File: config.mk
export PLATFORM = sky130hd
export DESIGN_NAME = trimmed_mean_window_filter
export DESIGN_NICKNAME = d
export VERILOG_FILES = /design/src/design/tmwf_pkg.sv /design/src/design/tmwf_window.sv /design/src/design/tmwf_divider.sv /design/src/design/trimmed_mean_window_filter.sv
export VERILOG_INCLUDE_DIRS = /design/src /design/src/design
export SDC_FILE = /design/constraint.sdc
export NUM_CORES = 1
export LEC_CHECK = 0
export ABC_CLOCK_PERIOD_IN_PS = 8300
export BUFFER_PORTS_ARGS = -buffer_cell sky130_fd_sc_hd__buf_4
export CAP_MARGIN = 20
export CORE_ASPECT_RATIO = 0.5
export CORE_MARGIN = 2
export CORE_UTILIZATION = 68
export CTS_CLUSTER_SIZE = 14
export DETAILED_ROUTE_END_ITERATION = 8
export PLACE_DENSITY_LB_ADDON = 0.25
export SLEW_MARGIN = 10
export SYNTH_ARGS = -nofsm -noshare
export SYNTH_HDL_FRONTEND = slang
export SYNTH_HIERARCHICAL = 1
export SYNTH_SLANG_ARGS = --single-unit
File: constraint.sdc
create_clock -name clk -period 8.3 [get_ports clk]
set_input_delay 1.66 -clock clk [delete_from_list [all_inputs] [get_ports clk]]
set_output_delay 1.66 -clock clk [all_outputs]
set_load 0.02 [all_outputs]
File: src/design/trimmed_mean_window_filter_defines.svh
// ---------------------------------------------------------------------------
// Trimmed mean window filter assertion macros
// Shared property macros; clk and arst_n are taken from the calling module.
// ---------------------------------------------------------------------------
`ifndef TRIMMED_MEAN_WINDOW_FILTER_DEFINES_SVH
`define TRIMMED_MEAN_WINDOW_FILTER_DEFINES_SVH

// same-cycle implication
`define TMWF_ASSERT_SAME(label, ante, cons, msg) \
	label: assert property (@(posedge clk) disable iff (!arst_n) (ante) |-> (cons)) \
		else $error(msg);

// next-cycle implication
`define TMWF_ASSERT_NEXT(label, ante, cons, msg) \
	label: assert property (@(posedge clk) disable iff (!arst_n) (ante) |=> (cons)) \
		else $error(msg);

`endif

File: src/design/tmwf_pkg.sv
// ---------------------------------------------------------------------------
// tmwf_pkg
// Types and fixed constants shared by the trimmed mean window filter.
// ---------------------------------------------------------------------------
`timescale 1ns / 1ps

package tmwf_pkg;

	localparam int OUT_WIDTH      = 16;
	localparam int CNT_OUT_WIDTH  = 4;
	localparam int MIN_TRIM_COUNT = 3;
	localparam int TRIM_DROP      = 2;

	typedef struct packed {
		logic done;
		logic bypass;
	} win_stat_t;

endpackage

File: src/design/tmwf_window.sv
// ---------------------------------------------------------------------------
// tmwf_window
// Sample ring memory with fill count; walks held samples one per cycle to
// form sum, minimum and maximum, then the trimmed sum.
// ---------------------------------------------------------------------------
`timescale 1ns / 1ps

module tmwf_window #(
	parameter int WINDOW       = 8,
	parameter int SAMPLE_WIDTH = 16,
	localparam int CW          = $clog2(WINDOW + 1),
	localparam int SUMW        = SAMPLE_WIDTH + CW
) (
	input  logic                    clk,
	input  logic                    arst_n,
	input  logic                    push,
	input  logic [SAMPLE_WIDTH-1:0] push_data,
	output tmwf_pkg::win_stat_t     stat,
	output logic [SUMW-1:0]         trim_sum,
	output logic [SAMPLE_WIDTH-1:0] newest,
	output logic [CW-1:0]           count
);

	import tmwf_pkg::*;

	localparam int AW = $clog2(WINDOW);
	localparam logic [AW-1:0] LAST_POS = AW'(WINDOW - 1);
	localparam logic [CW-1:0] FULL_CNT = CW'(WINDOW);
	localparam logic [CW-1:0] TRIM_MIN = CW'(MIN_TRIM_COUNT);

	logic [SAMPLE_WIDTH-1:0] mem [WINDOW];

	logic [AW-1:0]           wr_pos_q;
	logic [AW-1:0]           old_pos_q;
	logic [CW-1:0]           fill_q;
	logic [SAMPLE_WIDTH-1:0] newest_q;
	logic                    walk_q;
	logic [AW-1:0]           rd_ptr_q;
	logic [CW-1:0]           issued_q;
	logic                    rd_vld_s1;
	logic                    rd_last_s1;
	logic [SAMPLE_WIDTH-1:0] rd_data_s1;
	logic [SUMW-1:0]         acc_q;
	logic [SAMPLE_WIDTH-1:0] lo_q;
	logic [SAMPLE_WIDTH-1:0] hi_q;
	logic                    fin1_q;
	logic                    fin2_q;
	logic                    done_q;
	logic                    bypass_q;

	logic                    full;
	logic [AW-1:0]           wr_pos_nxt;
	logic [AW-1:0]           old_pos_nxt;
	logic [AW-1:0]           rd_ptr_nxt;
	logic [CW-1:0]           fill_nxt;
	logic                    last_issue;

	assign full        = (fill_q == FULL_CNT);
	assign wr_pos_nxt  = (wr_pos_q == LAST_POS) ? '0 : wr_pos_q + 1'b1;
	assign old_pos_nxt = (old_pos_q == LAST_POS) ? '0 : old_pos_q + 1'b1;
	assign rd_ptr_nxt  = (rd_ptr_q == LAST_POS) ? '0 : rd_ptr_q + 1'b1;
	assign fill_nxt    = full ? FULL_CNT : fill_q + 1'b1;
	assign last_issue  = (issued_q == fill_q - 1'b1);

	always_ff @(posedge clk) begin
		if (push) begin
			mem[wr_pos_q] <= push_data;
		end
		if (walk_q) begin
			rd_data_s1 <= mem[rd_ptr_q];
		end
	end

	always_ff @(posedge clk or negedge arst_n) begin
		if (!arst_n) begin
			wr_pos_q   <= '0;
			old_pos_q  <= '0;
			fill_q     <= '0;
			newest_q   <= '0;
			walk_q     <= 1'b0;
			rd_ptr_q   <= '0;
			issued_q   <= '0;
			rd_vld_s1  <= 1'b0;
			rd_last_s1 <= 1'b0;
			acc_q      <= '0;
			lo_q       <= '0;
			hi_q       <= '0;
			fin1_q     <= 1'b0;
			fin2_q     <= 1'b0;
			done_q     <= 1'b0;
			bypass_q   <= 1'b0;
		end else begin
			done_q     <= 1'b0;
			fin1_q     <= 1'b0;
			fin2_q     <= 1'b0;
			rd_vld_s1  <= walk_q;
			rd_last_s1 <= walk_q && last_issue;

			if (push) begin
				wr_pos_q <= wr_pos_nxt;
				fill_q   <= fill_nxt;
				newest_q <= push_data;
				if (full) begin
					old_pos_q <= old_pos_nxt;
				end
				if (fill_nxt < TRIM_MIN) begin
					done_q   <= 1'b1;
					bypass_q <= 1'b1;
				end else begin
					bypass_q <= 1'b0;
					walk_q   <= 1'b1;
					rd_ptr_q <= full ? old_pos_nxt : old_pos_q;
					issued_q <= '0;
					acc_q    <= '0;
					lo_q     <= '1;
					hi_q     <= '0;
				end
			end

			if (walk_q) begin
				rd_ptr_q <= rd_ptr_nxt;
				issued_q <= issued_q + 1'b1;
				if (last_issue) begin
					walk_q <= 1'b0;
				end
			end

			if (rd_vld_s1) begin
				acc_q <= acc_q + SUMW'(rd_data_s1);
				if (rd_data_s1 < lo_q) begin
					lo_q <= rd_data_s1;
				end
				if (rd_data_s1 > hi_q) begin
					hi_q <= rd_data_s1;
				end
				fin1_q <= rd_last_s1;
			end

			if (fin1_q) begin
				acc_q  <= acc_q - SUMW'(hi_q);
				fin2_q <= 1'b1;
			end

			if (fin2_q) begin
				acc_q  <= acc_q - SUMW'(lo_q);
				done_q <= 1'b1;
			end
		end
	end

	assign stat.done   = done_q;
	assign stat.bypass = bypass_q;
	assign trim_sum    = acc_q;
	assign newest      = newest_q;
	assign count       = fill_q;

endmodule

File: src/design/tmwf_divider.sv
// ---------------------------------------------------------------------------
// tmwf_divider
// Bit-serial restoring divider: one quotient bit per cycle, shifted through
// the dividend register.
// ---------------------------------------------------------------------------
`timescale 1ns / 1ps

module tmwf_divider #(
	parameter int WINDOW       = 8,
	parameter int SAMPLE_WIDTH = 16,
	localparam int CW          = $clog2(WINDOW + 1),
	localparam int SUMW        = SAMPLE_WIDTH + CW
) (
	input  logic                    clk,
	input  logic                    arst_n,
	input  logic                    start,
	input  logic [SUMW-1:0]         dividend,
	input  logic [CW-1:0]           divisor,
	output logic                    done,
	output logic [SAMPLE_WIDTH-1:0] quotient
);

	localparam int SCW = $clog2(SAMPLE_WIDTH + 1);

	logic [CW-1:0]           rem_q;
	logic [SAMPLE_WIDTH-1:0] quo_q;
	logic [CW-1:0]           div_q;
	logic [SCW-1:0]          step_q;
	logic                    busy_q;
	logic                    done_q;

	logic [CW:0]             trial;
	logic [CW:0]             diff;
	logic                    fits;

	assign trial = {rem_q, quo_q[SAMPLE_WIDTH-1]};
	assign diff  = trial - {1'b0, div_q};
	assign fits  = (trial >= {1'b0, div_q});

	always_ff @(posedge clk or negedge arst_n) begin
		if (!arst_n) begin
			rem_q  <= '0;
			quo_q  <= '0;
			div_q  <= '0;
			step_q <= '0;
			busy_q <= 1'b0;
			done_q <= 1'b0;
		end else begin
			done_q <= 1'b0;
			if (start) begin
				// quotient fits SAMPLE_WIDTH bits, so the top bits already lie below the divisor
				rem_q  <= dividend[SUMW-1:SAMPLE_WIDTH];
				quo_q  <= dividend[SAMPLE_WIDTH-1:0];
				div_q  <= divisor;
				step_q <= SCW'(SAMPLE_WIDTH);
				busy_q <= 1'b1;
			end else if (busy_q) begin
				rem_q  <= fits ? diff[CW-1:0] : trial[CW-1:0];
				quo_q  <= {quo_q[SAMPLE_WIDTH-2:0], fits};
				step_q <= step_q - 1'b1;
				if (step_q == SCW'(1)) begin
					busy_q <= 1'b0;
					done_q <= 1'b1;
				end
			end
		end
	end

	assign done     = done_q;
	assign quotient = quo_q;

	`include "trimmed_mean_window_filter_defines.svh"

	`TMWF_ASSERT_SAME(a_div_no_restart, start, !busy_q, "divider restarted while busy")
	`TMWF_ASSERT_NEXT(a_div_rem_below, busy_q, rem_q < div_q || !busy_q, "remainder reached divisor")
	`TMWF_ASSERT_SAME(a_div_done_idle, done_q, !busy_q, "divider done while busy")

endmodule

File: src/design/trimmed_mean_window_filter.sv
// A new sample is taken only in idle, after the previous result is loaded for output;
// while fewer than three samples are held, the window walk and the divide are skipped.
// Result timing is set by the window walk (one memory read per cycle) and the bit-serial
// divider (one quotient bit per cycle).
// Reset: arst_n clears the fill count and positions; ring memory contents are not cleared.
// ---------------------------------------------------------------------------
// trimmed_mean_window_filter
// Mean of held samples with min and max dropped; below three held, the newest passes.
// ---------------------------------------------------------------------------
`timescale 1ns / 1ps

module trimmed_mean_window_filter #(
	parameter int WINDOW       = 8,
	parameter int SAMPLE_WIDTH = 16
) (
	input  logic                               clk,
	input  logic                               arst_n,
	input  logic                               in_valid,
	output logic                               in_ready,
	input  logic [15:0]                        sample,
	output logic                               out_valid,
	input  logic                               out_ready,
	output logic [tmwf_pkg::OUT_WIDTH-1:0]     filtered,
	output logic [tmwf_pkg::CNT_OUT_WIDTH-1:0] held_count
);

	import tmwf_pkg::*;

	localparam int CW   = $clog2(WINDOW + 1);
	localparam int SUMW = SAMPLE_WIDTH + CW;
	localparam logic [CW-1:0] TRIM_MIN = CW'(MIN_TRIM_COUNT);

	localparam logic [1:0] ST_IDLE = 2'd0;
	localparam logic [1:0] ST_WALK = 2'd1;
	localparam logic [1:0] ST_DIV  = 2'd2;
	localparam logic [1:0] ST_RES  = 2'd3;

	logic [1:0]                state_q;
	logic [SAMPLE_WIDTH-1:0]   res_q;
	logic                      out_valid_q;
	logic [OUT_WIDTH-1:0]      filt_q;
	logic [CNT_OUT_WIDTH-1:0]  held_q;

	logic                      in_accept;
	logic [31:0]               sample_ext;
	logic [SAMPLE_WIDTH-1:0]   push_data;
	win_stat_t                 stat;
	logic [SUMW-1:0]           trim_sum;
	logic [SAMPLE_WIDTH-1:0]   newest;
	logic [CW-1:0]             count;
	logic                      div_start;
	logic                      div_done;
	logic [SAMPLE_WIDTH-1:0]   quotient;
	logic                      out_load;
	logic [31:0]               res_ext;
	logic [7:0]                cnt_ext;

	assign in_ready   = (state_q == ST_IDLE);
	assign in_accept  = in_valid && in_ready;
	assign sample_ext = 32'(sample);
	assign push_data  = sample_ext[SAMPLE_WIDTH-1:0];
	assign div_start  = (state_q == ST_WALK) && stat.done && !stat.bypass;
	assign out_load   = (state_q == ST_RES) && (!out_valid_q || out_ready);
	assign res_ext    = 32'(res_q);
	assign cnt_ext    = 8'(count);

	tmwf_window #(
		.WINDOW       (WINDOW),
		.SAMPLE_WIDTH (SAMPLE_WIDTH)
	) u_window (
		.clk       (clk),
		.arst_n    (arst_n),
		.push      (in_accept),
		.push_data (push_data),
		.stat      (stat),
		.trim_sum  (trim_sum),
		.newest    (newest),
		.count     (count)
	);

	tmwf_divider #(
		.WINDOW       (WINDOW),
		.SAMPLE_WIDTH (SAMPLE_WIDTH)
	) u_divider (
		.clk      (clk),
		.arst_n   (arst_n),
		.start    (div_start),
		.dividend (trim_sum),
		.divisor  (count - CW'(TRIM_DROP)),
		.done     (div_done),
		.quotient (quotient)
	);

	always_ff @(posedge clk or negedge arst_n) begin
		if (!arst_n) begin
			state_q     <= ST_IDLE;
			res_q       <= '0;
			out_valid_q <= 1'b0;
			filt_q      <= '0;
			held_q      <= '0;
		end else begin
			if (out_valid_q && out_ready) begin
				out_valid_q <= 1'b0;
			end
			case (state_q)
				ST_IDLE: begin
					if (in_accept) begin
						state_q <= ST_WALK;
					end
				end
				ST_WALK: begin
					if (stat.done) begin
						if (stat.bypass) begin
							res_q   <= newest;
							state_q <= ST_RES;
						end else begin
							state_q <= ST_DIV;
						end
					end
				end
				ST_DIV: begin
					if (div_done) begin
						res_q   <= quotient;
						state_q <= ST_RES;
					end
				end
				ST_RES: begin
					if (out_load) begin
						out_valid_q <= 1'b1;
						filt_q      <= res_ext[OUT_WIDTH-1:0];
						held_q      <= cnt_ext[CNT_OUT_WIDTH-1:0];
						state_q     <= ST_IDLE;
					end
				end
				default: begin
					state_q <= ST_IDLE;
				end
			endcase
		end
	end

	assign out_valid  = out_valid_q;
	assign filtered   = filt_q;
	assign held_count = held_q;

	`include "trimmed_mean_window_filter_defines.svh"

	`TMWF_ASSERT_SAME(a_win_done_walk, stat.done, state_q == ST_WALK, "window done outside walk")
	`TMWF_ASSERT_SAME(a_div_done_div, div_done, state_q == ST_DIV, "divider done outside divide")
	`TMWF_ASSERT_SAME(a_bypass_small, stat.done, stat.bypass == (count < TRIM_MIN), "bypass mismatch")
	`TMWF_ASSERT_NEXT(a_out_drain, out_valid_q && out_ready && !out_load, !out_valid_q, "transaction not retired")

endmodule
==> summary.md <==
| Metric | Value |
|---|---|
| Outcome | `finished, final reports clean` |
| EDFF count, synth | `between 100 and 150` |
| Initial Util | `a little over two thirds` |
| RePlAce Congestion | `0.925` |
| DR iter-0 viols | `approximately 1200` |
| Post-synthesis net count | `about 1400` |
| Grt total ovfl | `0` |
| First-pass GRT wire length | `~63000 um` |
| CP Class | `input pin to register` |
| DRC Markers | `0` |
| Core area | `~23000 um2` |
| Total routed wirelength | `just over 40000 um` |
| Die ar. | `25000 um2` |
| Setup TNS | `0 ns` |
| Synth area leaders | `edfxtp_1 (27%), dfrtp_1 (25%), ha_1 (7.9%)` |
| Slew HR | `between 20% and 30%` |
| Max_cap viols | `0` |
| Critical path peak fanout | `37` |
| Syn avg cell area | `12.2 um2` |
| Cell count after synthesis | `1317` |
| Worst r2r path cells | `12` |
| CTS tree | `yes` |
| Yosys cell types | `~80` |
| Worst hold stages | `1` |
| Cell area after synthesis | `between 15000 and 20000 um2` |
| Antenna viol nets, final | `0` |
| CP required | `8.69 ns` |
| Nets@finish | `around 1500` |
| Period minus WS final | `between 3 and 4 ns` |
| Worst Setup End Kind | `register` |
| Largest net degree at the start of global routing | `between 100 and 150` |
| # rows | `39` |
| CTS Hold Bufs | `0` |
| WP data arrival | `3.83 ns` |
| Hpwl dp | `approximately 27000 um` |
| Drt pass-1 iters | `5` |
| GRT Resource Usage Total | `between 30 and 40%` |
| # fillers | `between 1000 and 1500` |
| CTS resizes | `0` |
| # setup viols final | `0` |
| Horiz. Die Dim | `approximately 220 um` |
| Synth Flop Type | `dfrtp_1` |
| H-tree depth reported by CTS | `1` |
| Vias in the first global route | `11000` |
| Synth cell count leaders | `dfrtp_1 (162), edfxtp_1 (144), ha_1 (102)` |
| Initial antenna violation count | `2` |
| Vias | `between 10000 and 15000` |
| Most instantiated library cell after synthesis | `dfrtp_1` |
| Top Ports | `42` |
| Unrepaired setup endpoints after global routing | `no` |
| Worst slew pin tran | `~1.1 ns` |
| Root Driver | `clkbuf_16` |
| Clk slew on worst S/H paths | `~0.06 ns` |
| Final Hold Viols | `0` |
| Final Max Tran Viols | `0` |
| Clock Latency Late Sink | `~0.56 ns` |
| Clock sink count | `~310` |
| Die Span Y | `113 um` |
| PortBufs | `41` |
| Most used cell, CP | `buf_4` |
| Synth top area share | `26.8%` |
| Maximum operating frequency | `approximately 290 MHz` |
| Synth Register Bits | `just over 300` |
| Synth warn | `6` |
| Asr flop ratio synth | `a little over half` |
| Buffer count from post-CTS setup fixing | `0` |
| Layout cell share with drive strength beyond 1 | `about 17%` |
| Tcrit/Tclk final | `41.5%` |
| Slowest-stage cell, CP | `buf_4` |
| Sequential element share of the synthesized area | `~52%` |
| Worst stage delay on the critical path | `approximately 0.39 ns` |
| Cell taking the most area after synthesis | `edfxtp_1` |
| CP Launch Type | `input pin` |
| DR vias/cell | `around 6.7` |
| Clock skew | `about 0.013 ns` |
| Clock Tree Buf Depth | `3` |
| Num CTS Buffers | `27` |
| Hold Crit Class | `register to register` |
| CP Cell Sequence | `buf_4 -> and2_1 -> buf_4 -> o41ai_4 -> buf_4 -> and2_1 -> nor2_1 -> o21ai_0 -> a21oi_1 -> a211oi_1` |
| WL/cell | `24.2 um` |
| Synth-to-layout area growth | `9.30%` |
==> final timing paths <==
kind	slack, ns	end	start
hold reg to reg	0.47	u_window/fin1_q	u_window/rd_last_s1
max in group asynchronous	5.98	state_q[0]	arst_n
hold / removal	0.47	u_window/fin1_q	u_window/rd_last_s1
setup reg to reg	4.96	u_window/trim_sum[16]	u_window/trim_sum[0]
setup / recovery	4.86	u_window/trim_sum[11]	in_valid
min in group asynchronous	0.95	u_window/fin2_q	arst_n
==> critical path, delay by kind of cell <==
family | cells | cell delay [ns]
AND/OR/NAND/NOR | 3 | 0.80
AO/OA/AOI/OAI | 4 | 0.59
buffers and inverters | 3 | 0.75
==> cell type report <==
cell class                      instances  area [um2]  share of cell area (%)
Sequential cell                       306        8380                    47.5
Multi-Input combinational cell        881        7240                    41.1
Clock buffer                           45         783                    4.44
Timing Repair Buffer                   57         484                    2.75
Tap cell                              307         384                    2.18
Inverter                               77         289                    1.64
Clock inverter                          5        68.8                   0.390
Antenna cell                            1        2.50                  0.0142
==> flip-flops by register name, indices dropped and copies added, names as in the netlist, 4 cells and up <==
name                 cells
held_count               4
u_window/newest         16
u_divider/quotient      16
res_q                   16
u_window/count           4
u_window/trim_sum       20
u_window/mem           128
u_window/issued_q        4
u_window/hi_q           16
u_divider/rem_q          4
u_divider/div_q          4
u_divider/step_q         5
filtered                16
u_window/lo_q           16
u_window/rd_data_s1     16
==> per-stage QoR <==
stage	setup WS (ns)	instances	cell area (um2)	utilization [%]	hold WS, ns
global placement	4.50	1625	16700	72.5	0.444
CTS	5.00	1676	17600	76.3	0.476
global route	4.75	1678	17600	76.5	0.508
finish	4.86	1679	17600	76.5	0.475
floorplan	4.20	1317	16100	-	0.413
detailed placement	4.43	1626	16700	72.6	0.442
==> metal layers <==
metal  global-route usage [%]  up-vias  share of wire [%]  routed length, um
met4                     8.69        0                2.4                964
met1                     47.6     5629                 42              17100
met3                     6.47       71                9.5               3870
li1                         -     4932                  -                  -
met2                     52.8      588                 46              18700
met5                        0        -                  0                  0
==> logic make-up (layout without fill, tap and decap cells) <==
family,after synthesis,after routing,synth area share [%]
flip-flops,306,306,51.9
AND/OR/NAND/NOR,291,291,8.73
AO/OA/AOI/OAI,276,276,11.6
multiplexers,161,161,13.4
buffers and inverters,130,184,3.36
adder cells (fa/ha/maj),106,106,8.41
XOR/XNOR,47,47,2.55
other,0,1,0
==> cell usage in the layout, fill, tap and decap left out, types with 6 or more instances in the layout <==
| master | instances |
|---|---|
| edfxtp_1 | 144 |
| a22oi_1 | 6 |
| o21ai_0 | 67 |
| mux2_4 | 11 |
| nor2b_1 | 10 |
| buf_4 | 53 |
| dfrtp_1 | 161 |
| mux4_2 | 32 |
| xnor2_1 | 28 |
| inv_1 | 77 |
| mux2_2 | 80 |
| nand3_1 | 16 |
| nor2_1 | 66 |
| mux2i_1 | 38 |
| o21bai_1 | 6 |
| ha_1 | 102 |
| and2_1 | 6 |
| and3_1 | 8 |
| o211ai_1 | 8 |
| a21o_1 | 18 |
| xor2_1 | 19 |
| o21a_1 | 17 |
| o22a_1 | 16 |
| a211o_1 | 6 |
| a211oi_1 | 14 |
| clkbuf_1 | 14 |
| nor3_1 | 26 |
| a21oi_1 | 60 |
| clkbuf_16 | 27 |
| nand2_1 | 96 |
| nand2b_1 | 25 |
Power is left out: the tool's default activity adds up to more than one toggle a clock period on the data nets, which glitch-free logic cannot reach.
